==> src/hdl/assert_macros.svh <==
// Assertion shorthands shared by the top, MAC and control RTL files.
`ifndef ASSERT_MACROS_SVH
`define ASSERT_MACROS_SVH

// Same-cycle implication, off during reset.
`define TBFE_ASSERT_IMP(lbl, ante, cons) \
  lbl: assert property (@(posedge clk) disable iff (rst) (ante) |-> (cons)) \
    else $error("tbfe assertion failed");

// Next-cycle implication, off during reset.
`define TBFE_ASSERT_NXT(lbl, ante, cons) \
  lbl: assert property (@(posedge clk) disable iff (rst) (ante) |=> (cons)) \
    else $error("tbfe assertion failed");

`endif

==> src/hdl/tbfe_pkg.sv <==
`default_nettype none
package tbfe_pkg;

  localparam int TAP_COUNT_DEF = 121;
  localparam int DATA_W        = 16;
  localparam int COEF_FRAC     = 15;
  localparam int GAIN_FRAC     = 12;

  localparam logic OP_SAMPLE = 1'b0;
  localparam logic OP_COEF   = 1'b1;

  localparam logic [1:0] BAND_LOW  = 2'd0;
  localparam logic [1:0] BAND_MID  = 2'd1;
  localparam logic [1:0] BAND_HIGH = 2'd2;

  localparam logic [1:0] REG_GAIN_LOW  = 2'd0;
  localparam logic [1:0] REG_GAIN_MID  = 2'd1;
  localparam logic [1:0] REG_GAIN_HIGH = 2'd2;

  localparam logic signed [DATA_W-1:0] GAIN_RESET = 16'sd4096;

  typedef struct packed {
    logic       mac;
    logic       scale;
    logic       first;
    logic [1:0] band;
  } tbfe_op_t;

endpackage
`default_nettype wire

==> src/hdl/tbfe_ctrl.sv <==
`default_nettype none
`include "assert_macros.svh"
module tbfe_ctrl
  import tbfe_pkg::*;
#(
  parameter int TAP_COUNT = TAP_COUNT_DEF,
  localparam int PTR_W = (TAP_COUNT > 1) ? $clog2(TAP_COUNT) : 1,
  localparam int CA_W  = $clog2(3 * TAP_COUNT)
) (
  input  wire logic             clk,
  input  wire logic             rst,
  input  wire logic             start,
  input  wire logic             out_valid,
  input  wire logic             out_stall,
  output logic                  busy,
  output logic                  out_load,
  output logic [PTR_W-1:0]      wp,
  output logic [PTR_W-1:0]      rd_idx,
  output logic [CA_W-1:0]       coef_addr,
  output tbfe_op_t              op
);

  localparam logic [2:0] S_IDLE   = 3'd0;
  localparam logic [2:0] S_MAC    = 3'd1;
  localparam logic [2:0] S_GAP    = 3'd2;
  localparam logic [2:0] S_SCALE  = 3'd3;
  localparam logic [2:0] S_DRAIN1 = 3'd4;
  localparam logic [2:0] S_DRAIN2 = 3'd5;
  localparam logic [2:0] S_FIN    = 3'd6;

  localparam logic [PTR_W-1:0] LAST = PTR_W'(TAP_COUNT - 1);

  logic [2:0]       state;
  logic [1:0]       band;
  logic [PTR_W-1:0] cnt;

  assign busy     = (state != S_IDLE);
  assign out_load = (state == S_FIN) && (!out_valid || !out_stall);

  always_comb begin
    op = '0;
    case (state)
      S_MAC: begin
        op.mac   = 1'b1;
        op.first = (cnt == '0);
        op.band  = band;
      end
      S_SCALE: begin
        op.scale = 1'b1;
        op.first = (band == BAND_LOW);
        op.band  = band;
      end
      default: op = '0;
    endcase
  end

  always_ff @(posedge clk) begin
    if (rst) begin
      state     <= S_IDLE;
      band      <= BAND_LOW;
      cnt       <= '0;
      rd_idx    <= '0;
      coef_addr <= '0;
      wp        <= '0;
    end else begin
      case (state)
        S_IDLE: begin
          if (start) begin
            band      <= BAND_LOW;
            cnt       <= '0;
            rd_idx    <= wp;
            coef_addr <= '0;
            state     <= S_MAC;
          end
        end
        S_MAC: begin
          rd_idx    <= (rd_idx == '0) ? LAST : rd_idx - 1'b1;
          coef_addr <= coef_addr + 1'b1;
          if (cnt == LAST) begin
            cnt   <= '0;
            state <= S_GAP;
          end else begin
            cnt <= cnt + 1'b1;
          end
        end
        S_GAP: state <= S_SCALE;
        S_SCALE: begin
          if (band == BAND_HIGH) begin
            state <= S_DRAIN1;
          end else begin
            band   <= band + 1'b1;
            cnt    <= '0;
            rd_idx <= wp;
            state  <= S_MAC;
          end
        end
        S_DRAIN1: state <= S_DRAIN2;
        S_DRAIN2: state <= S_FIN;
        S_FIN: begin
          if (out_load) begin
            wp    <= (wp == LAST) ? '0 : wp + 1'b1;
            state <= S_IDLE;
          end
        end
        default: state <= S_IDLE;
      endcase
    end
  end

  `TBFE_ASSERT_IMP(a_coef_addr, state == S_MAC,
    coef_addr == (CA_W'(band) * CA_W'(TAP_COUNT) + CA_W'(cnt)))
  `TBFE_ASSERT_IMP(a_band_start, state == S_MAC && cnt == '0, rd_idx == wp)

endmodule
`default_nettype wire
==> config.mk <==
export PLATFORM = sky130hd
export DESIGN_NAME = tbfe_ctrl
export DESIGN_NICKNAME = d
export VERILOG_FILES = /design/src/hdl/tbfe_pkg.sv /design/src/hdl/tbfe_ctrl.sv
export VERILOG_INCLUDE_DIRS = /design/src /design/src/hdl
export SDC_FILE = /design/constraint.sdc
export NUM_CORES = 1
export LEC_CHECK = 0
export BUFFER_PORTS_ARGS = -buffer_cell sky130_fd_sc_hd__buf_2
export CAP_MARGIN = 0
export CORE_AREA = 2 2 60 76
export CTS_CLUSTER_DIAMETER = 30
export CTS_CLUSTER_SIZE = 30
export DETAILED_ROUTE_END_ITERATION = 7
export DIE_AREA = 0 0 62 78
export GPL_TIMING_DRIVEN = 0
export PLACE_DENSITY_LB_ADDON = 0.12
export SLEW_MARGIN = 10
export SYNTH_ARGS = -nofsm -noshare
export SYNTH_HDL_FRONTEND = slang
export SYNTH_SLANG_ARGS = --single-unit
==> constraint.sdc <==
create_clock -name clk -period 1.9 [get_ports clk]
set_input_delay 0.19 -clock clk [delete_from_list [all_inputs] [get_ports clk]]
set_output_delay 0.19 -clock clk [all_outputs]
set_load 0.02 [all_outputs]
==> results.cfg, run 1 <==
[setup_path]
ff2ff_setup_slack_ps = 80
cp-end-kind = output pin
r2r-end = cnt[5]
r2r_cells = 6
timing.rr.start = band[0]
critPathMaxFanout = 4
cp-start-kind = flop
crit_buf_inv = 2
required_ps = 1710
slowest_delay_ps = 470
cpMaxStageDelayCell = or4b_4
worstSetupPathType = flop to output pin
critPathTopFamily = simple AND/OR/NAND/NOR gates
arrival_ps = 1790
crit_chain = inv_1 > ha_1 > or4b_4 > nor4_4 > a21oi_1 > nor2b_1 > buf_4

[timing]
clock_skew_ps = 2.69
final_hold_viol_count = 0
whs_ps = 315
fmax_mhz = 504
post-route-period-util_pct = 104
slew_headroom_pct = 65.3
setup_violations = 1
min_period_ps = 1980
fin_ws_ps = -84.4
grt_setup_unrepaired = true
tightestPinTransition_ps = 521
tns_ps = -84.4
slew_violations = 0

[cells_and_area]
stdcell_area_mm2 = 0.00242
nets = 301
syn2layout_area_growth_pct = 21.6
multi_input_area_mm2 = 0.00122
diodes = 0
seqCellArea_um2 = 706
drive_gt1_share_pct = 22.6
finalNonFillerCells = 344
n_fill_cell = 386
final_core_util_pct = 59.5

[pwr]
ir_drop_uv = 478
p_leak_nw = 0.967
power-per-cell-area_mw_per_mm2 = 688

[global_routing]
grt_pass1_wl_um = 8000
grt_usage_pct = 21.8
antenna_found_initial = 0
grt_pass1_vias = 1751
overflow = 0
grt_max_degree = 11

[min_path]
hold_class = input pin to flop
hp-start = out_stall
whs_path_depth = 5
hold_end = state[1]

[outcome]
status = finished with violations
violations = setup timing

[logic_synthesis]
syn_avg_cell_area_um2 = 8.18
netlist_area_mm2 = 0.00199
yosysSeqAreaShare_pct = 35.2
yosysUniqueCellTypes = 48
synth_top_flop_cell = dfxtp_1
synth_edf_count = 0
async_flop_share_pct = 0
ys.warnings.count = 0
synth.net_count = 257
ys_seq_elements = 35
netlist_instances = 243

[floorplanning]
die_area_mm2 = 0.00484
ios = 35
core_area_mm2 = 0.00407
die_h_um = 78
start_util_pct = 48.9
core.rowCount = 26
die_w_um = 62

[route]
drt_wl_total_um = 4840
num_vias = 1914
drc = 0
first_iter_violations = 103
vias_per_cell = 5.56
detail_route.first_pass.iterations = 4
post_drt_wl_per_cell_um = 14.1
ant_nets = 0

[cts]
clockBufferDepth = 2
cts.clk_slew.worst_paths_ps = 70
cts_hold_buffers = 0
h-tree-depth = 2
cts.sinks = 35
clockRootBuffer = clkbuf_8
clock_latency_ps = 290
cts_buffers = 5
cts_tree = done

[placed_design]
placed_cell_area_mm2 = 0.00222
io_buffers = 33
gp_congestion = 0.873
placed_cells = 332
dpl.hpwl_um = 3490

[job]
maxCapViolCount = 0
[layout make-up]
type / instances / share of cell area, %
clock buffers: 8 / 4.14
well taps: 56 / 2.90
plain buffers: 13 / 2.64
multi-input cells: 181 / 50.6
inverters: 14 / 2.33
repair buffers: 37 / 8.17
flip-flops and latches: 35 / 29.2
[repair_timing]
item / CTS / global route
gates resized for setup: 13 / 7
hold endpoints to repair: 0 / 0
setup buffers: 0 / 4
endpoints found under the setup margin: 10 / 9
[how the worst max path moves through the flow]
stage	startpoint	to	slack [ps]	cells past startpoint
4_1_cts	cnt[0]	op[2]	-90	7
6_report	cnt[0]	op[2]	-80	7
3_3_place_gp	band[0]	rd_idx[1]	-110	7
3_5_place_dp	band[0]	rd_idx[1]	-100	7
2_1_floorplan	state[1]	wp[0]	60	5
5_1_grt	cnt[0]	op[2]	-200	7
[state kept, by name, summed over array words and instances (netlist names)]
name       count
rd_idx         7
band           2
state          3
wp             7
coef_addr      9
cnt            7
[worst min-delay path, cell delays in order]
cell,delay [ps]
buf_2,100
nand2_1,60
nand2_1,50
nand3b_1,80
a21oi_1,70
[power breakdown]
group | switching (mW) | internal (mW) | total (mW)
Sequential | 0.0327 | 0.759 | 0.791
Clock | 0.261 | 0.331 | 0.592
Combinational | 0.164 | 0.117 | 0.281
[layer usage]
metal	vias to the layer above	wire length, um	GRT usage, %
li1	978	-	-
met1	875	2160	27.7
met2	49	2330	34.5
met3	12	233	4.33
met4	0	117	9.57
met5	-	0	0
[kinds of logic (layout without fill, tap and decap cells)]
family,after synthesis,in the layout,share of synthesized area (%)
multiplexers,4,4,2.01
adder cells (fa/ha/maj),9,9,5.66
AO/OA/AOI/OAI,64,64,22.3
flip-flops,35,35,35.2
XOR/XNOR,9,9,3.96
AND/OR/NAND/NOR,95,95,25.5
buffers and inverters,27,72,5.35
[through the flow]
stage          worst slack, ps  total power, mW
6_report                 -84.4             1.66
5_1_grt                   -205             1.76
4_1_cts                  -85.2             1.67
3_5_place_dp             -98.7             1.06
3_3_place_gp              -110             1.06
2_1_floorplan             57.2            0.987
[cell usage in the layout (no fill, tap or decap), types with 2 or more instances in the layout]
master and instances:
buf_2 34, dfxtp_1 31, nor2_1 26, nand2_1 14, inv_1 13, a21oi_1 13
o21ai_0 11, xnor2_1 9, ha_1 8, clkbuf_1 7, nor3_1 7, a211oi_1 7
nand3_1 7, clkbuf_8 7, and2_1 6, buf_4 6, nand3b_1 5, a31oi_1 4
mux2i_1 4, nor4_1 4, nand4_1 4, dfxtp_2 4, nor2b_1 3, a31o_2 3
nand2b_1 3, o211a_1 3, a2bb2oi_1 3, and3_1 3, o21a_1 2, buf_1 2
nor3b_1 2, o221ai_1 2, o31ai_1 2, or4_1 2, a311oi_1 2, a22oi_1 2
[cells in the mapped netlist, drive strengths merged (4+ instances only)]
master / instances / area share, %
dfxtp: 35 / 35
nor2: 26 / 4.9
a21oi: 14 / 3.5
inv: 14 / 2.6
nand2: 14 / 2.6
o21ai: 11 / 2.8
ha: 9 / 5.7
xnor2: 9 / 4.0
nor3: 8 / 2.0
a211oi: 7 / 2.6
clkbuf: 7 / 1.3
nand3: 7 / 1.8
and2: 6 / 1.9
buf: 6 / 1.4
nand3b: 5 / 1.9
nor4: 5 / 1.6
a31oi: 4 / 1.3
mux2i: 4 / 2.0
nand4: 4 / 1.3
Note: power is estimated with default switching activity, not from simulation.
==> run 2: changes to the inputs <==
- SKIP_CTS_REPAIR_TIMING: default -> 1
==> results.cfg, run 2 (synthesized netlist as in run 1, its figures left out) <==
[pwr]
p_leak_nw = 0.969
power-per-cell-area_mw_per_mm2 = 688
clkPwrFrac_pct = 35.6
swShare_pct = 27.7
p_sw_mw = 0.462
comb_power_share_pct = 17.0
power_frac_seq_pct = 47.4
p_int_mw = 1.21
ir_drop_uv = 450

[setup_path]
critPathMaxFanout = 4
cp-end-kind = output pin
cp-start-kind = flop
ff2ff_setup_slack_ps = 60
worstSetupPathType = flop to output pin
required_ps = 1710
arrival_ps = 1780

[timing]
tightestPinTransition_ps = 529
fmax_mhz = 506
fin_ws_ps = -74.7
grt_setup_unrepaired = true
slew_violations = 0
slew_headroom_pct = 64.7
post-route-period-util_pct = 104
final_hold_viol_count = 0
clock_skew_ps = 5.88
whs_ps = 316
min_period_ps = 1970
setup_violations = 1

[floorplanning]
die_w_um = 62
core.rowCount = 26
start_util_pct = 48.9
die_h_um = 78
ios = 35
die_area_mm2 = 0.00484
core_area_mm2 = 0.00407

[cells_and_area]
final_cell_mix = buf_2, dfxtp_1, nor2_1
largest_reg_flops = 9
nets = 301
drive_gt1_share_pct = 22.6
regMostFlops = coef_addr
final_core_util_pct = 59.7
syn2layout_area_growth_pct = 22.2
diodes = 0
final_common_cell = buf_2

[outcome]
status = finished with violations
violations = setup timing

[cts]
clockBufferDepth = 2
cts_tree = done
clockRootBuffer = clkbuf_8
cts.clk_slew.worst_paths_ps = 70
cts.sinks = 35
clock_latency_ps = 290
cts_buffers = 5
h-tree-depth = 2

[route]
drc = 0
vias_per_cell = 5.53
detail_route.first_pass.iterations = 4
first_iter_violations = 74
num_vias = 1903
post_drt_wl_per_cell_um = 14.1
ant_nets = 0
drt_wl_total_um = 4870

[global_routing]
overflow = 0
grt_pass1_wl_um = 7870
grt_usage_pct = 21.5
grt_pass1_vias = 1725
antenna_found_initial = 0
grt_max_degree = 11

[job]
maxCapViolCount = 0

[placed_design]
gp_congestion = 0.873
io_buffers = 33
dpl.hpwl_um = 3490

[min_path]
hold_class = input pin to flop
## run 2: routing by layer
metal,part of all wire (%),up-vias,global-route usage (%)
met5,0,-,0
met2,48,53,33.8
li1,-,975,-
met4,1.9,0,8.72
met3,4.6,10,4.33
met1,45,865,27.8
## run 2: worst paths after layout
kind,startpoint,end,cells after the start
worst min-delay path,out_stall,state[1],5
worst max register to register,band[0],cnt[5],6
worst max-delay path,cnt[0],op[2],7
worst min register to register,coef_addr[8],coef_addr[8],1
## run 2: cell type report
cell class | instances | area (um^2)
Buffer | 13 | 63.8
Clock buffer | 8 | 100
Fill cell | 385 | 1640
Inverter | 14 | 56.3
Multi-Input combinational cell | 181 | 1230
Sequential cell | 35 | 706
Tap cell | 56 | 70.1
Timing Repair Buffer | 37 | 200
## run 2: per-stage QoR
step	instance area (um^2)	std cells	setup slack [ps]	TNS, ps	power (mW)
after CTS	2320	340	-362	-974	1.66
after global placement	2220	332	-110	-417	1.06
after global routing	2430	344	-217	-226	1.76
final	2430	344	-74.7	-74.7	1.67
after detailed placement	2220	332	-98.7	-318	1.06
after floorplan	1990	243	57.2	0	0.987
## run 2: power by group through the flow
stage / Combinational [mW] / Sequential, mW / Clock, mW
5_1_grt: 0.315 / 0.797 / 0.648
2_1_floorplan: 0.165 / 0.822 / 0
6_report: 0.284 / 0.792 / 0.596
3_5_place_dp: 0.259 / 0.806 / 0
4_1_cts: 0.259 / 0.789 / 0.610
3_3_place_gp: 0.255 / 0.806 / 0
## run 2: critical path, stage by stage, from the launching register on
cell and delay (ps):
dfxtp_2 340, inv_1 60, ha_1 150, or4b_4 470, nor4_4 160, a21oi_1 60, nor2b_1 120, buf_4 150
