$ cat src/hdl/assert_macros.svh
// Assertion shorthands shared by the top, MAC and control RTL files.
`ifndef ASSERT_MACROS_SVH
`define ASSERT_MACROS_SVH

// Same-cycle implication, off during reset.
`define TBFE_ASSERT_IMP(lbl, ante, cons) \
  lbl: assert property (@(posedge clk) disable iff (rst) (ante) |-> (cons)) \
    else $error("tbfe assertion failed");

// Next-cycle implication, off during reset.
`define TBFE_ASSERT_NXT(lbl, ante, cons) \
  lbl: assert property (@(posedge clk) disable iff (rst) (ante) |=> (cons)) \
    else $error("tbfe assertion failed");

`endif

$ cat src/hdl/tbfe_pkg.sv
`default_nettype none
package tbfe_pkg;

  localparam int TAP_COUNT_DEF = 121;
  localparam int DATA_W        = 16;
  localparam int COEF_FRAC     = 15;
  localparam int GAIN_FRAC     = 12;

  localparam logic OP_SAMPLE = 1'b0;
  localparam logic OP_COEF   = 1'b1;

  localparam logic [1:0] BAND_LOW  = 2'd0;
  localparam logic [1:0] BAND_MID  = 2'd1;
  localparam logic [1:0] BAND_HIGH = 2'd2;

  localparam logic [1:0] REG_GAIN_LOW  = 2'd0;
  localparam logic [1:0] REG_GAIN_MID  = 2'd1;
  localparam logic [1:0] REG_GAIN_HIGH = 2'd2;

  localparam logic signed [DATA_W-1:0] GAIN_RESET = 16'sd4096;

  typedef struct packed {
    logic       mac;
    logic       scale;
    logic       first;
    logic [1:0] band;
  } tbfe_op_t;

endpackage
`default_nettype wire

$ cat src/hdl/tbfe_mac.sv
`default_nettype none
`include "assert_macros.svh"
module tbfe_mac
  import tbfe_pkg::*;
#(
  parameter int TAP_COUNT = TAP_COUNT_DEF,
  localparam int ACC_W = 33 + $clog2(TAP_COUNT),
  localparam int SH_W  = ACC_W - COEF_FRAC,
  localparam int P_W   = SH_W + DATA_W,
  localparam int TOT_W = P_W + 2
) (
  input  wire logic                     clk,
  input  wire logic                     rst,
  input  wire tbfe_op_t                 op,
  input  wire logic signed [DATA_W-1:0] dl_data,
  input  wire logic signed [DATA_W-1:0] cf_data,
  input  wire logic signed [DATA_W-1:0] gain_low,
  input  wire logic signed [DATA_W-1:0] gain_mid,
  input  wire logic signed [DATA_W-1:0] gain_high,
  output logic signed [DATA_W-1:0]      result
);

  tbfe_op_t                 ctl_a;
  tbfe_op_t                 ctl_b;
  logic signed [SH_W-1:0]   mul_a;
  logic signed [DATA_W-1:0] mul_b;
  logic signed [DATA_W-1:0] gain_sel;
  logic signed [P_W-1:0]    prod;
  logic signed [ACC_W-1:0]  acc;
  logic signed [TOT_W-1:0]  total;
  logic [TOT_W-DATA_W-GAIN_FRAC:0] hi;

  always_comb begin
    case (ctl_a.band)
      BAND_LOW:  gain_sel = gain_low;
      BAND_MID:  gain_sel = gain_mid;
      BAND_HIGH: gain_sel = gain_high;
      default:   gain_sel = '0;
    endcase
    if (ctl_a.scale) begin
      mul_a = acc[ACC_W-1:COEF_FRAC];
      mul_b = gain_sel;
    end else begin
      mul_a = {{(SH_W-DATA_W){dl_data[DATA_W-1]}}, dl_data};
      mul_b = cf_data;
    end
  end

  always_ff @(posedge clk) begin
    if (rst) begin
      ctl_a <= '0;
      ctl_b <= '0;
    end else begin
      ctl_a <= op;
      ctl_b <= ctl_a;
    end
  end

  always_ff @(posedge clk) begin
    prod <= mul_a * mul_b;
    if (ctl_b.mac) begin
      acc <= ctl_b.first ? prod[ACC_W-1:0] : acc + prod[ACC_W-1:0];
    end
    if (ctl_b.scale) begin
      total <= ctl_b.first ? {{2{prod[P_W-1]}}, prod}
                           : total + {{2{prod[P_W-1]}}, prod};
    end
  end

  // floor shift by the gain fraction, then saturate
  assign hi = total[TOT_W-1:DATA_W+GAIN_FRAC-1];

  always_comb begin
    if ((&hi) || !(|hi)) begin
      result = total[DATA_W+GAIN_FRAC-1:GAIN_FRAC];
    end else if (total[TOT_W-1]) begin
      result = {1'b1, {(DATA_W-1){1'b0}}};
    end else begin
      result = {1'b0, {(DATA_W-1){1'b1}}};
    end
  end

  `TBFE_ASSERT_IMP(a_op_excl, ctl_b.mac, !ctl_b.scale)

endmodule
`default_nettype wire

$ cat config.mk
export PLATFORM = sky130hd
export DESIGN_NAME = tbfe_mac
export DESIGN_NICKNAME = d
export VERILOG_FILES = /design/src/hdl/tbfe_pkg.sv /design/src/hdl/tbfe_mac.sv
export VERILOG_INCLUDE_DIRS = /design/src /design/src/hdl
export SDC_FILE = /design/constraint.sdc
export NUM_CORES = 1
export LEC_CHECK = 0
export BUFFER_PORTS_ARGS = -buffer_cell sky130_fd_sc_hd__buf_2
export CAP_MARGIN = 20
export CORE_MARGIN = 2
export CORE_UTILIZATION = 47
export DETAILED_ROUTE_END_ITERATION = 12
export GPL_ROUTABILITY_DRIVEN = 0
export GPL_TIMING_DRIVEN = 1
export RECOVER_POWER = 100
export SETUP_SLACK_MARGIN = 0.4
export SLEW_MARGIN = 20
export SYNTH_ARGS = -nofsm -noshare
export SYNTH_HDL_FRONTEND = slang
export SYNTH_SLANG_ARGS = --single-unit
$ cat constraint.sdc
create_clock -name clk -period 11 [get_ports clk]
set_clock_uncertainty 0.1 [all_clocks]
set_input_delay 0.55 -clock clk [delete_from_list [all_inputs] [get_ports clk]]
set_output_delay 0.55 -clock clk [all_outputs]
set_load 0.03 [all_outputs]
==> summary.md, run 1 <==
| Metric | Value |
|---|---|
| FP Rows | 82 |
| Fill cells | 4,857 |
| Combinational family with the most area after synthesis | adder cells |
| Simple-gate share of the synthesized area | 14.0% |
| Chip width | 229 um |
| FMAX | 0.106 GHz |
| Min-delay src | op[3] |
| Synthesized netlist cell count | 2,722 |
| Top Ports | 103 |
| Hold Path Class | in2reg |
| GR Util All Layers | 26.7% |
| Worst-margin pin slew | 2.51 ns |
| RSZ-0062 raised after global routing | false |
| Failing checks | max-capacitance violations, max-slew violations |
| Total CTS buffers | 17 |
| Synth warn | 0 |
| Die Y | 229 um |
| Via/cell ratio | 5.62 |
| CP Launch Point | ctl_a[0] |
| CTS tree | yes |
| Netlist Area Pre-Place | 0.0238 mm^2 |
| Inst Count DP | 3,426 |
| Max cap viols | 5 |
| First-pass GRT wire length | 108,000 um |
| Startpoint Class | flip-flop |
| Mux share of post-synthesis cell area | 3.11% |
| Worst-path maximum fanout | 17 |
| Distinct cells, synth | 76 |
| Vias in the first global route | 19,900 |
| Adder-Cell Fraction of Synth Area | 42.3% |
| PostCTS Resize Cnt | 0 |
| Drt wl/cell | 20.0 um |
| Initial antenna violation count | 1 |
| Final ANT Viol Nets | 0 |
| Largest net degree at the start of global routing | 67 |
| Antenna diodes | 0 |
| Pre-CTS setup slack | 2.39 ns |
| Synth area leader | fa_1 |
| Area of the multi-input gates | 0.0181 mm^2 |
| DR vias | 19,400 |
| Req. time, crit path | 11.23 ns |
| PortBufs | 102 |
| HPWL Detailed | 56,300 um |
| TNS Setup | 0 ns |
| Fin crit period | 9.40 ns |
| Ys async rst share | 0% |
| Final WL | 69,200 um |
| Setup slack after layout | 1.60 ns |
| TritonRoute pass-1 iters | 5 |
| FF+latch count, synth | 132 |
| Initial core utilization | 47.5% |
| Core area | 0.0501 mm^2 |
| Setup bufs post-CTS | 0 |
| CTS Sinks | 132 |
| CTS H-tree depth | 4 |
| Area contributors post-synth | fa_1, edfxtp_1, ha_1 |
| Layout Nets | 3,431 |
| Yosys top cell area share | 32.8% |
| Synth Flop Type | edfxtp_1 |
| Net Count, Synth | 3,380 |
| Layout cells sized above 1 | 6.35% |
| Post-Layout Cell Count | 3,458 |
| Crit path kind | reg2reg |
| Area delta synth->final | 7.04% |
| Clock Pin Slew Worst Setup and Hold Paths | 0.07 ns |
| CP Capture Type | flip-flop |
| Final cycle utilization of the critical path | 85.4% |
| GR Overflow Total | 0 |
| Final Slew Violations | 224 |
| Max-slew headroom | -67.6% |
| Seq. cell area | 0.00347 mm^2 |
| Status | complete, but fails checks |
| Synth Area in Compound Gates | 13.0% |
| Die area | 0.0525 mm^2 |
| Most frequent cells in the layout | inv_1, fa_1, nand2_1 |
| Initial DRC Count | 1,554 |
| Clock root buffer | clkbuf_16 |
| Number of synthesized flops with an enable pin | 83 |
| Utilization after layout | 50.9% |
| Hold Vio Cnt, Final | 0 |
| Worst Path Arrival | 9.63 ns |
| Setup-violating endpoint count in the final report | 0 |
| Clk_lat worst skew | 0.45 ns |
| Syn Area/Cell | 8.74 um^2 |
| Most common cell after layout, fill and taps aside | inv_1 |
| Hold_buf cts | 0 |
| Max Root-Sink Buffers | 2 |
| DRC errors left | 0 |
| Post-Synth XOR/XNOR Area | 3.90% |
| Register area share after synthesis | 14.6% |
| FF-to-FF Start | ctl_a[0] |
worst paths after layout:
path	to	slack (ns)	depth (start not counted)
max	prod[39]	1.60	27
min	ctl_a[3]	0.22	2
max reg2reg	prod[39]	1.60	27
min reg2reg	ctl_b[2]	0.35	1
cells in the mapped netlist (19+ instances only):
cell type / n
ha_1: 181
nand2_1: 354
o21ai_0: 114
o21ai_1: 40
mux2i_1: 39
and2_1: 19
nor2_1: 248
nand2b_1: 25
nand3_1: 26
fa_1: 390
clkbuf_1: 76
a21o_1: 69
xnor2_1: 71
nor2b_1: 27
o21a_1: 19
inv_1: 485
xor2_1: 35
dfxtp_1: 49
mux2_2: 28
a21oi_1: 135
edfxtp_1: 83
cell families after synthesis:
group           count (synthesis)
simple gates                  774
mux                            70
compound gates                494
buf+inv                       575
flops                         132
xor+xnor                      106
fa+ha+maj                     571
layout make-up:
| type | count | area share (%) |
|---|---|---|
| tap | 672 | 3.30 |
| sequential | 132 | 13.6 |
| multi-input combinational | 2015 | 71.2 |
| clock inverter | 14 | 0.501 |
| timing repair buffer | 121 | 2.46 |
| clock buffer | 18 | 1.77 |
| inverter | 486 | 7.16 |
stage by stage:
step | hold slack (ns) | cell area [um^2]
finish | 0.220 | 25500
detailed placement | 0.335 | 25000
floorplan | 0.314 | 23800
global placement | 0.320 | 25000
global route | 0.216 | 25500
CTS | 0.208 | 25600
registers in the layout, indices dropped and copies added, names as in the netlist:
| register | cells |
|---|---|
| ctl_a | 5 |
| prod | 41 |
| total | 43 |
| acc | 40 |
| ctl_b | 3 |
critical path, stage by stage (launching register included):
cell and delay [ns]:
dfxtp_1 0.60, nor2b_1 0.82, a21oi_1 0.23, a21oi_1 0.66
clkbuf_1 0.52, nand2_1 0.15, fa_1 0.52, inv_1 0.05
fa_1 0.54, inv_1 0.06, fa_1 0.50, inv_1 0.06
fa_1 0.49, fa_1 0.48, inv_1 0.04, fa_1 0.47
inv_1 0.05, ha_1 0.38, nand2_1 0.11, nor2_1 0.15
or3b_1 0.41, a2111oi_0 0.76, nor2_1 0.10, o31a_1 0.37
o211ai_1 0.25, a31o_1 0.18, a21oi_1 0.07, xnor2_1 0.12
layer usage:
layer / vias to the layer above / global-route usage (%) / routed length (um)
li1: 8849 / - / -
met1: 9741 / 34.0 / 28400
met2: 697 / 45.0 / 33200
met3: 143 / 4.97 / 4600
met4: 0 / 10.9 / 2960
met5: - / 0 / 0
Power of run 1 is not shown: default switching activity piles up to over one toggle a cycle in this logic, so the estimate is an artifact.
==> run 2, diff against run 1 <==
- ABC_AREA: not set -> 1
==> run 2 against run 1 <==
The flow still finishes with violations (max-capacitance violations, max-slew violations); synthesized cell count increased by 43%; hold slack got worse by 0.041 ns; utilization decreased by 0.18 points; die area increased by 12%; critical endpoint unchanged; largest cell class unchanged; highest routed layer unchanged.
==> summary.md, run 2 <==
| Metric | Value |
|---|---|
| Setup bufs post-CTS | 0 |
| FP Rows | 87 |
| Total CTS buffers | 17 |
| Fill cells | 5,928 |
| TritonRoute pass-1 iters | 8 |
| Final WL | 93,200 um |
| Hold Path Class | in2reg |
| Top Ports | 103 |
| CP Capture Type | flip-flop |
| Req. time, crit path | 11.27 ns |
| Antenna diodes | 0 |
| Max cap viols | 6 |
| Netlist Area Pre-Place | 0.0268 mm^2 |
| Area contributors post-synth | fa_1, nand2_1, inv_1 |
| Register area share after synthesis | 13.0% |
| Worst-margin pin slew | 3.93 ns |
| Startpoint Class | flip-flop |
| Synth Flop Type | edfxtp_1 |
| DRC errors left | 0 |
| CTS tree | yes |
| Core area | 0.0564 mm^2 |
| Initial DRC Count | 2,259 |
| Max Root-Sink Buffers | 2 |
| Met2 routed WL | 39,700 um |
| Clk_lat worst skew | 0.48 ns |
| Chip width | 243 um |
| Synth area leader | fa_1 |
| CTS Sinks | 132 |
| Clock Pin Slew Worst Setup and Hold Paths | 0.07 ns |
| Top-count cell post-synth | nand2_1 |
| Final ANT Viol Nets | 0 |
| Synthesized netlist cell count | 3,883 |
| PostCTS Resize Cnt | 0 |
| Routed wl met3 | 9740 um |
| Status | complete, but fails checks |
| Initial antenna violation count | 0 |
| Drt wl/cell | 19.7 um |
| HPWL Detailed | 79,200 um |
| CTS H-tree depth | 4 |
| Max layer used | met4 |
| Max-slew headroom | -162% |
| Hold_buf cts | 0 |
| Largest net degree at the start of global routing | 77 |
| Syn Area/Cell | 6.90 um^2 |
| TNS Setup | 0 ns |
| Net Count, Synth | 4,541 |
| Worst-path maximum fanout | 57 |
| GR Overflow Total | 0 |
| Distinct cells, synth | 48 |
| GR Util All Layers | 31.9% |
| Final cycle utilization of the critical path | 75.0% |
| Via/cell ratio | 5.30 |
| Crit path kind | reg2reg |
| FMAX | 0.121 GHz |
| Vias in the first global route | 23,900 |
| Synth cell count leaders | nand2_1, inv_1, nor2_1 |
| Synth warn | 0 |
| Fin crit period | 8.25 ns |
| Final Slew Violations | 235 |
| PortBufs | 102 |
| Area delta synth->final | 6.63% |
| Largest register FFs | 43 |
| Failing checks | max-capacitance violations, max-slew violations |
| RSZ-0062 raised after global routing | false |
| Die area | 0.0590 mm^2 |
| Top Registers | total (43), prod (41), acc (40) |
| Ys async rst share | 0% |
| Layout cells sized above 1 | 5.23% |
| First-pass GRT wire length | 142,000 um |
| Number of synthesized flops with an enable pin | 83 |
| Hold Vio Cnt, Final | 0 |
| Worst Path Arrival | 8.52 ns |
| Layout Nets | 4,622 |
| Die Y | 243 um |
| Initial core utilization | 47.6% |
| DRT met1 WL | 41,200 um |
| FF+latch count, synth | 132 |
| Most common cell after layout, fill and taps aside | nand2_1 |
| DR vias | 25,100 |
| Clock root buffer | clkbuf_16 |
| Top reg by flops | total |
| Setup-violating endpoint count in the final report | 0 |
| Most frequent cells in the layout | nand2_1, inv_1, nor2_1 |
| Yosys top cell area share | 29.1% |
-- run 2: cell types whose count changed in the layout (fill, tap and decap cells not counted), moves of 37 or more --
cell	previous run	this run
nand4_1	11	48
nand2_1	354	1211
a21o_1	69	9
inv_1	485	862
nor2_1	248	444
nand3_1	26	125
xnor2_1	71	16
-- run 2: area by class of cell --
| cell class | count | area, um^2 | area share (%) |
|---|---|---|---|
| clock buffer | 17 | 425 | 1.49 |
| inverter | 888 | 3330 | 11.7 |
| sequential | 132 | 3480 | 12.2 |
| clock inverter | 15 | 138 | 0.481 |
| tap | 756 | 946 | 3.31 |
| multi-input combinational | 2799 | 19600 | 68.6 |
| timing repair buffer | 126 | 656 | 2.29 |
-- run 2: stage by stage --
step	util, %	setup slack [ns]	std cells	instance area [um^2]	hold WS [ns]
5_1_grt	50.7	2.19	4733	28600	0.183
2_1_floorplan	-	4.91	3883	26800	0.288
6_report	50.7	2.75	4733	28600	0.179
4_1_cts	50.8	3.09	4733	28700	0.155
3_3_place_gp	49.8	3.01	4701	28100	0.300
3_5_place_dp	49.8	3.14	4701	28100	0.300
-- run 2: worst max-delay path: stages, from the launching register on --
cell and delay (ns):
dfxtp_2 0.31, buf_4 0.48, inv_1 0.48, a21oi_1 0.30, o21ai_0 0.15, nand2_1 0.49
inv_1 0.45, nor2_1 0.33, fa_1 0.54, fa_1 0.85, fa_1 0.58, fa_1 0.58
inv_1 0.05, fa_1 0.45, fa_1 0.49, inv_1 0.04, ha_1 0.36, inv_1 0.11
nor3_1 0.25, inv_1 0.10, nor3_1 0.26, nand4_1 0.19, nand4_1 0.13, nand2_1 0.05
-- run 2: cells by family (layout without fill, tap and decap cells) --
| family | count (synthesis) | count (layout) | share of synthesized area (%) |
|---|---|---|---|
| XOR/XNOR | 39 | 39 | 1.27 |
| adder cells (fa/ha/maj) | 571 | 571 | 37.6 |
| AND/OR/NAND/NOR | 1896 | 1896 | 28.4 |
| flip-flops | 132 | 132 | 13.0 |
| buffers and inverters | 952 | 1046 | 13.8 |
| AO/OA/AOI/OAI | 293 | 293 | 6.00 |
-- run 2: routing by layer --
layer,up-vias,global-route usage [%]
li1,11800,-
met1,12000,46.3
met2,1100,47.2
met5,-,0
met4,0,8.25
met3,125,8.27
-- run 2: path summary, 6_finish.rpt --
kind,start,slack (ns),cells past startpoint,endpoint
worst min register to register,ctl_a[2],0.31,2,ctl_b[2]
worst max-delay path,ctl_a[3],2.75,23,prod[39]
worst max register to register,ctl_a[3],2.75,23,prod[39]
worst min-delay path,op[3],0.18,3,ctl_a[3]
Power of run 2 is left out for the same reason.
